$ cat config.mk
export PLATFORM = sky130hd
export DESIGN_NAME = gcbfs_ctrl
export DESIGN_NICKNAME = d
export VERILOG_FILES = /design/src/rtl/core/gcbfs_pkg.sv /design/src/rtl/core/gcbfs_ctrl.sv
export SDC_FILE = /design/constraint.sdc
export NUM_CORES = 1
export LEC_CHECK = 0
export BUFFER_PORTS_ARGS = -buffer_cell sky130_fd_sc_hd__buf_4
export CORE_ASPECT_RATIO = 0.7
export CORE_UTILIZATION = 44
export CTS_BUF_LIST = sky130_fd_sc_hd__clkbuf_8
export CTS_CLUSTER_SIZE = 10
export DETAILED_ROUTE_END_ITERATION = 10
export PLACE_DENSITY = 0.78
export SLEW_MARGIN = 20
export SYNTH_ARGS = -nofsm -noshare
export SYNTH_HDL_FRONTEND = slang
export SYNTH_SLANG_ARGS = --single-unit
$ cat constraint.sdc
create_clock -name clk -period 1.55 [get_ports clk]
set_clock_uncertainty 0.1 [all_clocks]
set_input_delay 0.31 -clock clk [delete_from_list [all_inputs] [get_ports clk]]
set_output_delay 0.31 -clock clk [all_outputs]
set_load 0.05 [all_outputs]
$ cat src/rtl/core/gcbfs_pkg.sv
// Shared constants, types and compare function for the grid clearance search.
package gcbfs_pkg;

  localparam int MAX_ROWS   = 64;
  localparam int MAX_COLS   = 64;
  localparam int DIST_BITS  = 16;
  localparam int CELL_COUNT = MAX_ROWS * MAX_COLS;
  localparam int ADDR_W     = $clog2(CELL_COUNT);
  localparam int CNT_W      = ADDR_W + 1;
  localparam int CRD_W      = 6;
  localparam int STEP_W     = 12;
  localparam int SIZE_W     = 7;
  localparam int IDX_W      = 12;
  localparam int VAL_W      = 16;

  localparam logic CFG_ROWS = 1'b0;
  localparam logic CFG_COLS = 1'b1;

  localparam logic MODE_LOAD   = 1'b0;
  localparam logic MODE_SEARCH = 1'b1;

  localparam logic [1:0] MV_UP    = 2'd0;
  localparam logic [1:0] MV_DOWN  = 2'd1;
  localparam logic [1:0] MV_LEFT  = 2'd2;
  localparam logic [1:0] MV_RIGHT = 2'd3;

  typedef struct packed {
    logic [DIST_BITS-1:0] clearance;
    logic [STEP_W-1:0]    steps;
    logic [CNT_W-1:0]     seq;
    logic [CRD_W-1:0]     row;
    logic [CRD_W-1:0]     col;
  } entry_t;

  // a ahead of b: larger clearance, then fewer steps, then earlier insert
  function automatic logic goes_first(entry_t a, entry_t b);
    logic r;
    if (a.clearance != b.clearance) r = (a.clearance > b.clearance);
    else if (a.steps != b.steps) r = (a.steps < b.steps);
    else r = (a.seq < b.seq);
    return r;
  endfunction

  typedef enum logic [4:0] {
    S_IDLE, S_CLEAR, S_START, S_START_W, S_PUSH, S_PUSH_CMP,
    S_POP, S_POP_LAST, S_POP_LAST_W, S_SIFT, S_SIFT_L, S_SIFT_R,
    S_SIFT_CMP, S_SIFT_END, S_GOAL, S_NB, S_NB_W, S_NB_NEXT, S_FINISH
  } state_t;

  typedef enum logic [2:0] {
    HR_PARENT, HR_ROOT, HR_LAST, HR_LEFT, HR_RIGHT
  } hrd_t;

  typedef enum logic [1:0] {
    HW_NEW, HW_MOVE, HW_BEST, HW_LAST
  } hwr_t;

  typedef struct packed {
    logic load_search;
    logic write_cell;
    logic clr_step;
    logic cell_nb;
    logic map_rd;
    logic mark;
    logic new_start;
    logic new_nb;
    logic heap_rd;
    hrd_t rd_sel;
    logic heap_wr;
    hwr_t wr_sel;
    logic i_parent;
    logic pop_take;
    logic last_take;
    logic best_l;
    logic best_r;
    logic i_best;
    logic set_found;
    logic k_clear;
    logic k_inc;
    logic out_load;
  } cmd_t;

  typedef struct packed {
    logic clr_done;
    logic start_bad;
    logic heap_empty;
    logic i_zero;
    logic e_first;
    logic l_out;
    logic r_in;
    logic r_first;
    logic best_first;
    logic cnt_nz;
    logic at_goal;
    logic nb_ok;
    logic nb_free;
    logic k_last;
  } sts_t;

endpackage

$ cat src/rtl/core/gcbfs_ctrl.sv
// Controller: search sequencer state machine and handshake control.
module gcbfs_ctrl import gcbfs_pkg::*; (
  input  logic clk,
  input  logic rst_n,
  input  logic in_valid,
  input  logic in_mode,
  output logic in_ready,
  output logic out_valid,
  input  logic out_ready,
  input  sts_t sts,
  output cmd_t cmd
);

  state_t state_r, state_nxt;
  logic   ret_nb_r, ret_nb_nxt;
  logic   out_valid_r, out_valid_nxt;
  logic   in_xfer, out_free;

  assign in_ready  = (state_r == S_IDLE);
  assign out_valid = out_valid_r;
  assign in_xfer   = in_valid && in_ready;
  assign out_free  = !out_valid_r || out_ready;

  always_ff @(posedge clk) begin
    if (!rst_n) begin
      state_r     <= S_IDLE;
      ret_nb_r    <= 1'b0;
      out_valid_r <= 1'b0;
    end else begin
      state_r     <= state_nxt;
      ret_nb_r    <= ret_nb_nxt;
      out_valid_r <= out_valid_nxt;
    end
  end

  // next state
  always_comb begin
    state_nxt     = state_r;
    ret_nb_nxt    = ret_nb_r;
    out_valid_nxt = out_valid_r && !out_ready;
    case (state_r)
      S_IDLE:       if (in_xfer && in_mode == MODE_SEARCH) state_nxt = S_CLEAR;
      S_CLEAR:      if (sts.clr_done) state_nxt = S_START;
      S_START:      state_nxt = sts.start_bad ? S_FINISH : S_START_W;
      S_START_W: begin
        ret_nb_nxt = 1'b0;
        state_nxt  = S_PUSH;
      end
      S_PUSH: begin
        if (!sts.i_zero) state_nxt = S_PUSH_CMP;
        else state_nxt = ret_nb_r ? S_NB_NEXT : S_POP;
      end
      S_PUSH_CMP: begin
        if (sts.e_first) state_nxt = S_PUSH;
        else state_nxt = ret_nb_r ? S_NB_NEXT : S_POP;
      end
      S_POP:        state_nxt = sts.heap_empty ? S_FINISH : S_POP_LAST;
      S_POP_LAST:   state_nxt = S_POP_LAST_W;
      S_POP_LAST_W: state_nxt = S_SIFT;
      S_SIFT:       state_nxt = sts.l_out ? S_SIFT_END : S_SIFT_L;
      S_SIFT_L:     state_nxt = sts.r_in ? S_SIFT_R : S_SIFT_CMP;
      S_SIFT_R:     state_nxt = S_SIFT_CMP;
      S_SIFT_CMP:   state_nxt = sts.best_first ? S_SIFT : S_SIFT_END;
      S_SIFT_END:   state_nxt = S_GOAL;
      S_GOAL:       state_nxt = sts.at_goal ? S_FINISH : S_NB;
      S_NB:         state_nxt = sts.nb_ok ? S_NB_W : S_NB_NEXT;
      S_NB_W: begin
        if (sts.nb_free) begin
          ret_nb_nxt = 1'b1;
          state_nxt  = S_PUSH;
        end else begin
          state_nxt = S_NB_NEXT;
        end
      end
      S_NB_NEXT:    state_nxt = sts.k_last ? S_POP : S_NB;
      S_FINISH: begin
        if (out_free) begin
          out_valid_nxt = 1'b1;
          state_nxt     = S_IDLE;
        end
      end
      default:      state_nxt = S_IDLE;
    endcase
  end

  // datapath commands
  always_comb begin
    cmd        = '0;
    cmd.rd_sel = HR_ROOT;
    cmd.wr_sel = HW_NEW;
    case (state_r)
      S_IDLE: begin
        cmd.write_cell  = in_xfer && in_mode == MODE_LOAD;
        cmd.load_search = in_xfer && in_mode == MODE_SEARCH;
      end
      S_CLEAR:   cmd.clr_step = 1'b1;
      S_START:   cmd.map_rd = !sts.start_bad;
      S_START_W: begin
        cmd.new_start = 1'b1;
        cmd.mark      = 1'b1;
      end
      S_PUSH: begin
        if (sts.i_zero) begin
          cmd.heap_wr = 1'b1;
          cmd.wr_sel  = HW_NEW;
        end else begin
          cmd.heap_rd = 1'b1;
          cmd.rd_sel  = HR_PARENT;
        end
      end
      S_PUSH_CMP: begin
        cmd.heap_wr = 1'b1;
        if (sts.e_first) begin
          cmd.wr_sel   = HW_MOVE;
          cmd.i_parent = 1'b1;
        end else begin
          cmd.wr_sel = HW_NEW;
        end
      end
      S_POP: begin
        cmd.heap_rd = !sts.heap_empty;
        cmd.rd_sel  = HR_ROOT;
      end
      S_POP_LAST: begin
        cmd.heap_rd  = 1'b1;
        cmd.rd_sel   = HR_LAST;
        cmd.pop_take = 1'b1;
      end
      S_POP_LAST_W: cmd.last_take = 1'b1;
      S_SIFT: begin
        cmd.heap_rd = !sts.l_out;
        cmd.rd_sel  = HR_LEFT;
      end
      S_SIFT_L: begin
        cmd.best_l  = 1'b1;
        cmd.heap_rd = sts.r_in;
        cmd.rd_sel  = HR_RIGHT;
      end
      S_SIFT_R:  cmd.best_r = sts.r_first;
      S_SIFT_CMP: begin
        if (sts.best_first) begin
          cmd.heap_wr = 1'b1;
          cmd.wr_sel  = HW_BEST;
          cmd.i_best  = 1'b1;
        end
      end
      S_SIFT_END: begin
        cmd.heap_wr = sts.cnt_nz;
        cmd.wr_sel  = HW_LAST;
      end
      S_GOAL: begin
        cmd.set_found = sts.at_goal;
        cmd.k_clear   = 1'b1;
      end
      S_NB: begin
        cmd.cell_nb = 1'b1;
        cmd.map_rd  = sts.nb_ok;
      end
      S_NB_W: begin
        cmd.cell_nb = 1'b1;
        cmd.new_nb  = sts.nb_free;
        cmd.mark    = sts.nb_free;
      end
      S_NB_NEXT: cmd.k_inc = 1'b1;
      S_FINISH:  cmd.out_load = out_free;
      default:   cmd = '0;
    endcase
  end

endmodule

==> results of run 1 <==
[kinds of logic after synthesis]
logic type	after synthesis	synth area share, %
multiplexers	1	0.948
flip-flops	7	13.3
AO/OA/AOI/OAI	41	28.6
AND/OR/NAND/NOR	88	45.1
buffers and inverters	23	12.1
[per-stage QoR]
stage / hold slack [ns] / setup WS (ns) / cells / setup TNS, ns / instance area [um2]
3_5_place_dp: 0.460 / -0.409 / 262 / -7.00 / 1870
3_3_place_gp: 0.440 / -0.346 / 262 / -6.23 / 1870
2_1_floorplan: 0.318 / -0.574 / 160 / -5.75 / 1320
==> run metrics, run 1 <==
post-synth top area share about an eighth; CTS resizes between 90 and 100; top-count cell post-synth nor2_1; IO buf count between 40 and 50; Err [ERROR DPL-0038] Utilization greater than 100%, impossible to legalize; last stage reached clock tree synthesis; Post-synth ARST share 0%; die width just over 60 um; Die Ht 43.0 um; Post-synth top cells nor2_1 (20), nand2_1 (15), nor3_1 (11); clk sinks 7; Initial Utilization 47.8%; outcome aborted with a tool error; Post-Syn Instances 160; Synth Warn # 0; Mean Syn Cell Area approximately 6.6 um2; Post-CTS Setup Repair Bufs 14; maximum root-to-sink buffer count 2; Synth cell types 44; clk root buf clkbuf_8; Rows 14; cell area after synthesis ~1100 um2; H-Tree Depth 1; Post-CTS Hold Buffers 0; # IOs 46; Syn Nets between 150 and 200; Seq cells post-synth 7; Yosys top cell by area dfxtp_1; top cells by area, synth dfxtp_1 (13%), nor2_1 (7.1%), nand2_1 (5.3%); placer congestion estimate about 0.95; Post-DP HPWL ~3500 um; TritonCTS Buffers 3; Synth Flop Type dfxtp_1; register area share after synthesis 13.3%; number of flops mapped to enable cells by yosys 0
==> run 2: changes to the inputs <==
--- a/config.mk
+++ b/config.mk
@@ -6,12 +6,10 @@
 export NUM_CORES = 1
 export LEC_CHECK = 0
 export BUFFER_PORTS_ARGS = -buffer_cell sky130_fd_sc_hd__buf_4
-export CORE_ASPECT_RATIO = 0.7
-export CORE_UTILIZATION = 44
-export CTS_BUF_LIST = sky130_fd_sc_hd__clkbuf_8
-export CTS_CLUSTER_SIZE = 10
+export CORE_AREA = 2 2 63 65
 export DETAILED_ROUTE_END_ITERATION = 10
-export PLACE_DENSITY = 0.78
+export DIE_AREA = 0 0 65 67
+export PLACE_DENSITY_LB_ADDON = 0.15
 export SLEW_MARGIN = 20
 export SYNTH_ARGS = -nofsm -noshare
 export SYNTH_HDL_FRONTEND = slang
==> constraint.sdc (replaced) <==
create_clock -name clk -period 2 [get_ports clk]
set_clock_uncertainty 0.1 [all_clocks]
set_input_delay 0.4 -clock clk [delete_from_list [all_inputs] [get_ports clk]]
set_output_delay 0.4 -clock clk [all_outputs]
set_load 0.05 [all_outputs]
==> run metrics, run 2 <==
outcome finished with violations; failing checks negative setup slack; IO buf count 45 (unchanged); number of flops mapped to enable cells by yosys 0 (unchanged); largest net degree at the start of global routing 17; clk_lat worst skew between 0.2 and 0.25 ns; post-route cell area around 2100 um2; DRT iter0 DRCs approximately 110; Post-Syn Instances 160 (unchanged); routed len/inst roughly 17 um; most frequent cells in the layout buf_4 (59), buf_6 (21), nand2_1 (12), a21oi_1 (8); via count 1553; CTS tree done; Mean Syn Cell Area 6.60 um2 (unchanged); post-synth top area share 13.3% (unchanged); crit path max fanout 4; H-Tree Depth 1 (unchanged); placer congestion estimate 0.944 (-0.55%); Synth Flop Type dfxtp_1; DRC 0; pre-CTS setup slack 0.00332 ns (+0.412 ns); RSZ-0062 raised after global routing yes; Seq cells post-synth 7 (unchanged); Worst-Margin Slew ~0.42 ns; most common cell after layout, fill and taps aside buf_4; max FFs per register 5; area post-placement 1710 um2 (-8.4%); Antenna Cells 0; vias in the first global route approximately 1500; die width 65 um (+7.3%); clk root buf clkbuf_8; pwr dens approximately 540 nW/um2; top cells by area, synth dfxtp_1 (13%), nor2_1 (7.1%), nand2_1 (5.3%); CP endpoint kind output port; Max rail drop VDD 358 uV; met3 WL post-DR approximately 340 um; Final setup viols 10; Rows 22 (+8); Post-DP HPWL 3600 um (+3.3%); CTS clk-pin slew, worst paths around 0.040 ns; top-count cell post-synth nor2_1; first-pass GRT wire length between 7000 and 8000 um; hold crit path type in -> reg; Worst EP required ~1.5 ns; core box area 3610 um2; Fmax a little under 500 MHz; Routed Wire Length ~4700 um; maximum root-to-sink buffer count 2 (unchanged); Met1 Wirelength roughly 1900 um; final setup TNS -0.486 ns; top layer in use met4; Post-CTS Hold Buffers 0 (unchanged); pins over their slew limit 0; DR WL met2 2350 um; Die ar. approximately 4400 um2; Worst Path Arrival 1.58 ns; DR pass1 iterations 4; Post-synth ARST share 0% (unchanged); Setup CP Type reg -> out; TritonCTS Buffers 3 (unchanged); share of cells above drive strength 1 59.0%; Setup WS post-layout -0.0833 ns; cell area after synthesis 1060 um2 (unchanged); Die Ht 67 um (+56%); Syn Nets 179 (unchanged); Final nets 254; total grt overflow 0; Initial Utilization 29.3% (-19 points); vias per inst about 5.5; static leakage 0.846 nW; Synth cell types 44 (unchanged); Yosys top cell by area dfxtp_1; clk sinks 7 (unchanged); antenna violations before repair 0; register area share after synthesis 13.3% (unchanged); Top reg by flops state_r; # IOs 46 (unchanged); Hold Fails Final Rpt 0; Synth Warn # 0 (unchanged); crit start category flip-flop; Total GRT Usage a little over a fifth; slew margin rel. a little under three quarters; fin crit period between 2 and 2.5 ns; Post-synth top cells nor2_1 (20), nand2_1 (15), nor3_1 (11); Antenna Nets Post-Route 0; area grow syn2layout 94.2%; fillers around 350; Tcrit/Tclk final 104%; Max-Cap Viols 0
[run 2: cell counts after synthesis]
No cell type changed its count.
[run 2: repair_timing]
action | CTS | global route
setup endpoints to repair | 25 | 23
resized for setup | 43 | 22
hold endpoints to repair | 0 | 0
buffers inserted | 5 | 4
pin swaps | 8 | 9
gates cloned | 0 | 1
[run 2: cells by family (layout without fill, tap and decap cells)]
group                  Yosys count  after routing  synth area share [%]
and+or+nand+nor                 88             88                  45.1
AOI/OAI and AO/OA               41             41                  28.6
buffers and inverters           23             97                  12.1
muxes                            1              1                 0.948
DFF                              7              7                  13.3
[run 2: critical path, stage by stage, from the launching register on]
cell     delay [ns]
dfxtp_2        0.34
buf_6          0.13
or3_4          0.41
nor2_4         0.14
and3_4         0.20
buf_8          0.14
[run 2: layout make-up]
| class | instances | area [um2] | area share [%] |
|---|---|---|---|
| Sequential cell | 7 | 156 | 7.63 |
| Tap cell | 48 | 60.1 | 2.93 |
| Multi-Input combinational cell | 130 | 982 | 47.9 |
| Clock buffer | 4 | 45.0 | 2.20 |
| Timing Repair Buffer | 87 | 785 | 38.3 |
| Inverter | 6 | 22.5 | 1.10 |
[run 2: stage by stage]
stage                     cells  total power, W  hold WS, ns  utilization [%]
after floorplan             160        0.000547        0.408                -
after global placement      268        0.000761        0.442             47.5
after detailed placement    268        0.000760        0.439             47.5
after CTS                   277         0.00105        0.309             53.7
after global routing        282         0.00114        0.329             56.9
final                       282         0.00110        0.317             56.9
[run 2: report_power, final]
| part | internal, W | switching [W] | total (W) | leakage [nW] |
|---|---|---|---|---|
| logic | 0.000320 | 0.000400 | 0.000720 | 0.763 |
| registers | 0.000151 | 0.0000173 | 0.000168 | 0.0602 |
| clock network | 0.000139 | 0.0000714 | 0.000210 | 0.0228 |
[run 2: layer usage]
layer  up-vias  track usage (%)
li1        722                -
met1       725             24.3
met2        88             40.3
met3        18             3.38
met4         0             8.78
met5         -                0
[run 2: final timing paths]
kind / slack, ns / depth (start not counted) / from / endpoint
min: 0.32 / 3 / rst_n / state_r[1]$_SDFFE_PN0P_
max: -0.08 / 5 / state_r[2]$_SDFFE_PN0P_ / cmd[24]
max reg2reg: 0.15 / 7 / state_r[3]$_SDFFE_PN0P_ / state_r[4]$_SDFFE_PN0P_
min reg2reg: 0.45 / 2 / out_valid$_SDFF_PN0_ / out_valid$_SDFF_PN0_
No activity file was read; power rests on OpenSTA's default activity.
==> run 3: changes to the inputs <==
--- a/config.mk
+++ b/config.mk
@@ -9,8 +9,10 @@
 export CORE_AREA = 2 2 63 65
 export DETAILED_ROUTE_END_ITERATION = 10
 export DIE_AREA = 0 0 65 67
+export GPL_TIMING_DRIVEN = 1
 export PLACE_DENSITY_LB_ADDON = 0.15
 export SLEW_MARGIN = 20
 export SYNTH_ARGS = -nofsm -noshare
 export SYNTH_HDL_FRONTEND = slang
 export SYNTH_SLANG_ARGS = --single-unit
+export TNS_END_PERCENT = 30
==> run metrics, run 3 (synthesis results as in run 2) <==
vias per inst 5.32 (-3.4%); maximum root-to-sink buffer count 2 (unchanged); most common cell after layout, fill and taps aside buf_4; Hold Fails Final Rpt 0 (unchanged); Final nets 249 (-2.0%); clk root buf clkbuf_8; Setup WS post-layout -0.118 ns (-0.0342 ns); CTS clk-pin slew, worst paths 0.04 ns (about the same); pwr dens 517 nW/um2 (-3.5%); area grow syn2layout 86.6%; Psw 0.000463 W (-5.2%); fin cells 277 (-1.8%); Setup CP Type reg -> out; Tcrit/Tclk final 106% (+1.7 points); most frequent cells in the layout buf_4 (57), buf_6 (24), nand2_1 (13), nor2_1 (9), a21oi_1 (8); TritonCTS Buffers 3 (unchanged); P_int 0.000555 W (-8.9%); crit path max fanout 5 (+1); part of the power in registers 16.0% (+0.7 points); via count 1473 (-5.2%); Routed Wire Length 4430 um (-5.6%); largest net degree at the start of global routing 22 (+5); worst hold slack 0.311 ns (-0.00638 ns); antenna violations before repair 0 (unchanged); # IOs 46 (unchanged); vias in the first global route 1454 (-0.21%); routed len/inst 16.0 um (-3.9%); DR pass1 iterations 4 (unchanged); static leakage 0.807 nW (-4.6%); outcome finished with violations; first-pass GRT wire length 6770 um (-4.3%); crit start category flip-flop; Max-Cap Viols 0 (unchanged); Antenna Nets Post-Route 0 (unchanged); fin crit period 2.12 ns (+0.0342 ns); share of cells above drive strength 1 56.3% (-2.6 points); Total GRT Usage 20.0% (-1.6 points); Max rail drop VDD 276 uV (-23%); H-Tree Depth 1 (unchanged); DRC 0 (unchanged); DRT iter0 DRCs 89 (-18%); CTS tree done; Final setup viols 11 (+1); clock group share of total power 20.3% (+1.2 points); pins over their slew limit 0 (unchanged); IO buf count 45 (unchanged); Die Ht 67 um (unchanged); Final Total Pwr 0.00102 W (-7.3%); sw frac 45.5% (+0.99 points); die width 65 um (unchanged); Post-DP HPWL 3390 um (-5.8%); CP endpoint kind output port; Worst-Margin Slew 0.392 ns (-0.0267 ns); max FFs per register 5 (unchanged); placer congestion estimate 0.957 (+1.4%); Die ar. 4360 um2 (unchanged); Worst EP required 1.50 ns (about the same); RSZ-0062 raised after global routing yes; Fmax 472 MHz (-1.6%); clk sinks 7 (unchanged); Initial Utilization 29.3% (unchanged); hold crit path type in -> reg; Worst Path Arrival 1.62 ns (+0.04 ns); Rows 22 (unchanged); core box area 3610 um2 (unchanged); Antenna Cells 0 (unchanged); failing checks negative setup slack; Top reg by flops state_r; final setup TNS -0.551 ns (-0.0647 ns); Placed Cells 265 (-1.1%); Post-CTS Hold Buffers 0 (unchanged); clk_lat worst skew 0.23 ns (about the same); combinational share of power 63.7% (-1.9 points); slew margin rel. 73.5% (+1.8 points); total grt overflow 0 (unchanged)
## run 3: cell count changes in the layout (fill, tap and decap cells not counted), sizes merged
cell,delta
buf,-5
## run 3: power by group through the flow
stage	sequential, W	combinational (W)	clock (W)
3_3_place_gp	0.000165	0.000544	0
4_1_cts	0.000163	0.000609	0.000208
5_1_grt	0.000165	0.000684	0.000215
6_report	0.000163	0.000649	0.000207
3_5_place_dp	0.000165	0.000546	0
2_1_floorplan	0.000162	0.000373	0
## run 3: worst paths after layout
path / from / to / slack (ns) / cells after the start
worst min-delay path: rst_n / state_r[1]$_SDFFE_PN0P_ / 0.31 / 3
worst min register to register: out_valid$_SDFF_PN0_ / out_valid$_SDFF_PN0_ / 0.46 / 2
worst max register to register: state_r[3]$_SDFFE_PN0P_ / state_r[0]$_SDFFE_PN0P_ / 0.01 / 7
worst max-delay path: state_r[3]$_SDFFE_PN0P_ / cmd[20] / -0.12 / 6
## run 3: metrics by stage
stage	util, %	setup WS, ns	instance area (um2)
2_1_floorplan	-	-0.358	1130
6_report	54.6	-0.118	1970
3_5_place_dp	45.1	-0.0405	1630
3_3_place_gp	45.1	0.0265	1630
4_1_cts	51.4	-0.126	1850
5_1_grt	54.6	-0.177	1970
## run 3: worst max-delay path: stages, from the launching register on
cell     delay, ns
dfxtp_4       0.35
buf_6         0.12
or3_4         0.38
nor3_4        0.13
a31oi_1       0.07
nor2b_1       0.16
buf_6         0.18
## run 3: area by class of cell
type	count	area (um2)
Clock buffer	4	45.0
Tap cell	48	60.1
Timing Repair Buffer	82	713
Multi-Input combinational cell	130	977
Inverter	6	22.5
Fill cell	375	1640
Sequential cell	7	153
## run 3: timing repair
item / 4_1_cts / 5_1_grt
gates resized for setup: 40 / 27
hold endpoints to repair: 0 / 0
setup endpoints to repair: 23 / 26
pin swaps: 7 / 5
buffers inserted: 7 / 1
gates cloned: 0 / 0
## run 3: layer usage
layer	track usage, %	vias up	part of all wire (%)
met5	0	-	0
met4	10.4	0	1.7
met3	2.53	6	6.0
met2	35.2	64	52
met1	23.7	686	40
li1	-	717	-
==> run 4: changes to the inputs <==
==> constraint.sdc (replaced) <==
create_clock -name clk -period 2.3 [get_ports clk]
set_clock_uncertainty 0.1 [all_clocks]
set_input_delay 0.46 -clock clk [delete_from_list [all_inputs] [get_ports clk]]
set_output_delay 0.46 -clock clk [all_outputs]
set_load 0.05 [all_outputs]
==> run metrics, run 4 (synthesis results as in run 2) <==
fin crit period 2.23 ns; Routed Wire Length 4020 um (-9.3%); hold crit path type in -> reg; CTS clk-pin slew, worst paths 0.04 ns (about the same); hold path endpoint state_r[1]$_SDFFE_PN0P_; H-Tree Depth 1 (unchanged); clk_lat worst skew 0.23 ns (about the same); Hold Crit Start rst_n; most frequent cells in the layout buf_4 (61), nor2_1 (18), nand2_1 (15), a21oi_1 (9), nor3_1 (8); antenna violations before repair 0 (unchanged); Rows 22 (unchanged); placer congestion estimate 0.891 (-6.9%); DRT iter0 DRCs 130 (+46%); TritonCTS Buffers 3 (unchanged); Final Total Pwr 0.000788 W (-23%); P_int 0.000428 W (-23%); Setup CP Type reg -> out; Initial Utilization 29.3% (unchanged); clock group share of total power 22.6% (+2.3 points); Psw 0.000360 W (-22%); DRC 0 (unchanged); Worst-Margin Slew 0.435 ns (+0.0428 ns); area post-placement 1530 um2 (-6.3%); Worst Path Arrival 1.67 ns (+0.05 ns); vias in the first global route 1380 (-5.1%); outcome complete, no violations; max FFs per register 5 (unchanged); WHS Path Cells 3 (unchanged); worst r2r dst state_r[0]$_SDFFE_PN0P_; Final setup viols 0 (-11); flop2flop setup slack 0.37 ns (+0.36 ns); most common cell after layout, fill and taps aside buf_4; crit start category flip-flop; die width 65 um (unchanged); clk root buf clkbuf_8; Worst R2R Start state_r[1]$_SDFFE_PN0P_; Post-DP HPWL 3140 um (-7.5%); routed len/inst 15.4 um (-3.3%); Max rail drop VDD 368 uV (+33%); DR pass1 iterations 4 (unchanged); first-pass GRT wire length 6640 um (-1.8%); Hold Fails Final Rpt 0 (unchanged); Total GRT Usage 19.8% (-0.23 points); share of cells above drive strength 1 42.0% (-14 points); Tcrit/Tclk final a little under 100%; IO buf count 45 (unchanged); combinational share of power 58.6% (-5.1 points); Top reg by flops state_r; vias per inst 5.40 (+1.5%); static leakage 0.676 nW (-16%); pins over their slew limit 0 (unchanged); CP endpoint kind output port; core box area 3610 um2 (unchanged); post-route cell area 1610 um2 (-18%); # IOs 46 (unchanged); Antenna Cells 0 (unchanged); crit path max fanout 11 (+6); maximum root-to-sink buffer count 2 (unchanged); Max-Cap Viols 0 (unchanged); Worst EP required 1.74 ns (+0.24 ns); slew margin rel. 71.0% (-2.5 points); total grt overflow 0 (unchanged); Post-CTS Hold Buffers 0 (unchanged); Die Ht 67 um (unchanged); pwr dens 489 nW/um2 (-5.5%); CTS tree done; part of the power in registers 18.8% (+2.8 points); clk sinks 7 (unchanged); Fmax between 400 and 500 MHz; Antenna Nets Post-Route 0 (unchanged); largest net degree at the start of global routing 24 (+9.1%); Die ar. 4360 um2 (unchanged); sw frac 45.7% (+0.16 points); R2R cell count 5 (-2); Final nets 232 (-6.8%); via count 1404 (-4.7%); area grow syn2layout 52.6%
## run 4: cell types whose count changed in the layout (fill, tap and decap cells not counted), moves of 2 or more
cell,previous run,this run
nand2_1,13,15
nor2_1,9,18
or3b_4,3,1
dfxtp_4,3,0
nor3_4,3,1
buf_4,57,61
nor3_1,6,8
dfxtp_2,1,4
nor2_4,5,1
buf_6,24,4
nor2_2,6,1
or3b_1,0,2
## run 4: what timing repair did
| item | CTS | global route |
|---|---|---|
| gates cloned | 0 | 0 |
| endpoints found under the setup margin | 5 | 11 |
| buffers inserted | 0 | 0 |
| gates resized for setup | 4 | 10 |
## run 4: final cells by class
cell class                 count  area, um2
tap                           48       60.1
multi-input combinational    130        836
sequential                     7        145
fill                         403       1990
clock buffer                   4       45.0
inverter                       6       22.5
timing repair buffer          65        503
## run 4: worst max path at each step
| stage | start | end | slack, ns | cells past startpoint |
|---|---|---|---|---|
| global placement | sts[8] | cmd[16] | 0.23 | 5 |
| CTS | state_r[4]$_SDFFE_PN0P_ | cmd[16] | 0.04 | 5 |
| global route | state_r[3]$_SDFFE_PN0P_ | cmd[10] | -0.001 | 5 |
| finish | state_r[4]$_SDFFE_PN0P_ | cmd[16] | 0.07 | 5 |
| floorplan | state_r[2]$_SDFFE_PN0P_ | cmd[12] | -0.19 | 5 |
| detailed placement | sts[8] | cmd[16] | 0.18 | 5 |
## run 4: critical path, stage by stage (launching register included)
cell	delay (ns)
dfxtp_2	0.36
buf_4	0.18
or3b_4	0.42
a21oi_2	0.14
o21bai_1	0.13
buf_4	0.21
## run 4: per-layer routing
layer	track usage, %	share of wire [%]
met1	25.6	45
met2	32.6	47
met3	4.73	6.5
met4	5.32	1.5
met5	0	0
## run 4: power by group through the flow
| stage | Sequential [W] | Clock, W | Combinational, W |
|---|---|---|---|
| global route | 0.000151 | 0.000191 | 0.000495 |
| finish | 0.000148 | 0.000178 | 0.000461 |
| CTS | 0.000146 | 0.000182 | 0.000452 |
| floorplan | 0.000141 | 0 | 0.000307 |
| global placement | 0.000147 | 0 | 0.000450 |
| detailed placement | 0.000148 | 0 | 0.000448 |
## run 4: through the flow
stage | instances | setup slack [ns] | setup TNS (ns) | util, % | hold WS, ns
6_report | 260 | 0.0748 | 0 | 44.7 | 0.385
5_1_grt | 260 | -0.00146 | -0.00146 | 44.7 | 0.394
4_1_cts | 260 | 0.0400 | 0 | 43.9 | 0.377
3_5_place_dp | 256 | 0.178 | 0 | 42.3 | 0.427
3_3_place_gp | 256 | 0.234 | 0 | 42.3 | 0.442
2_1_floorplan | 160 | -0.187 | -0.583 | - | 0.419
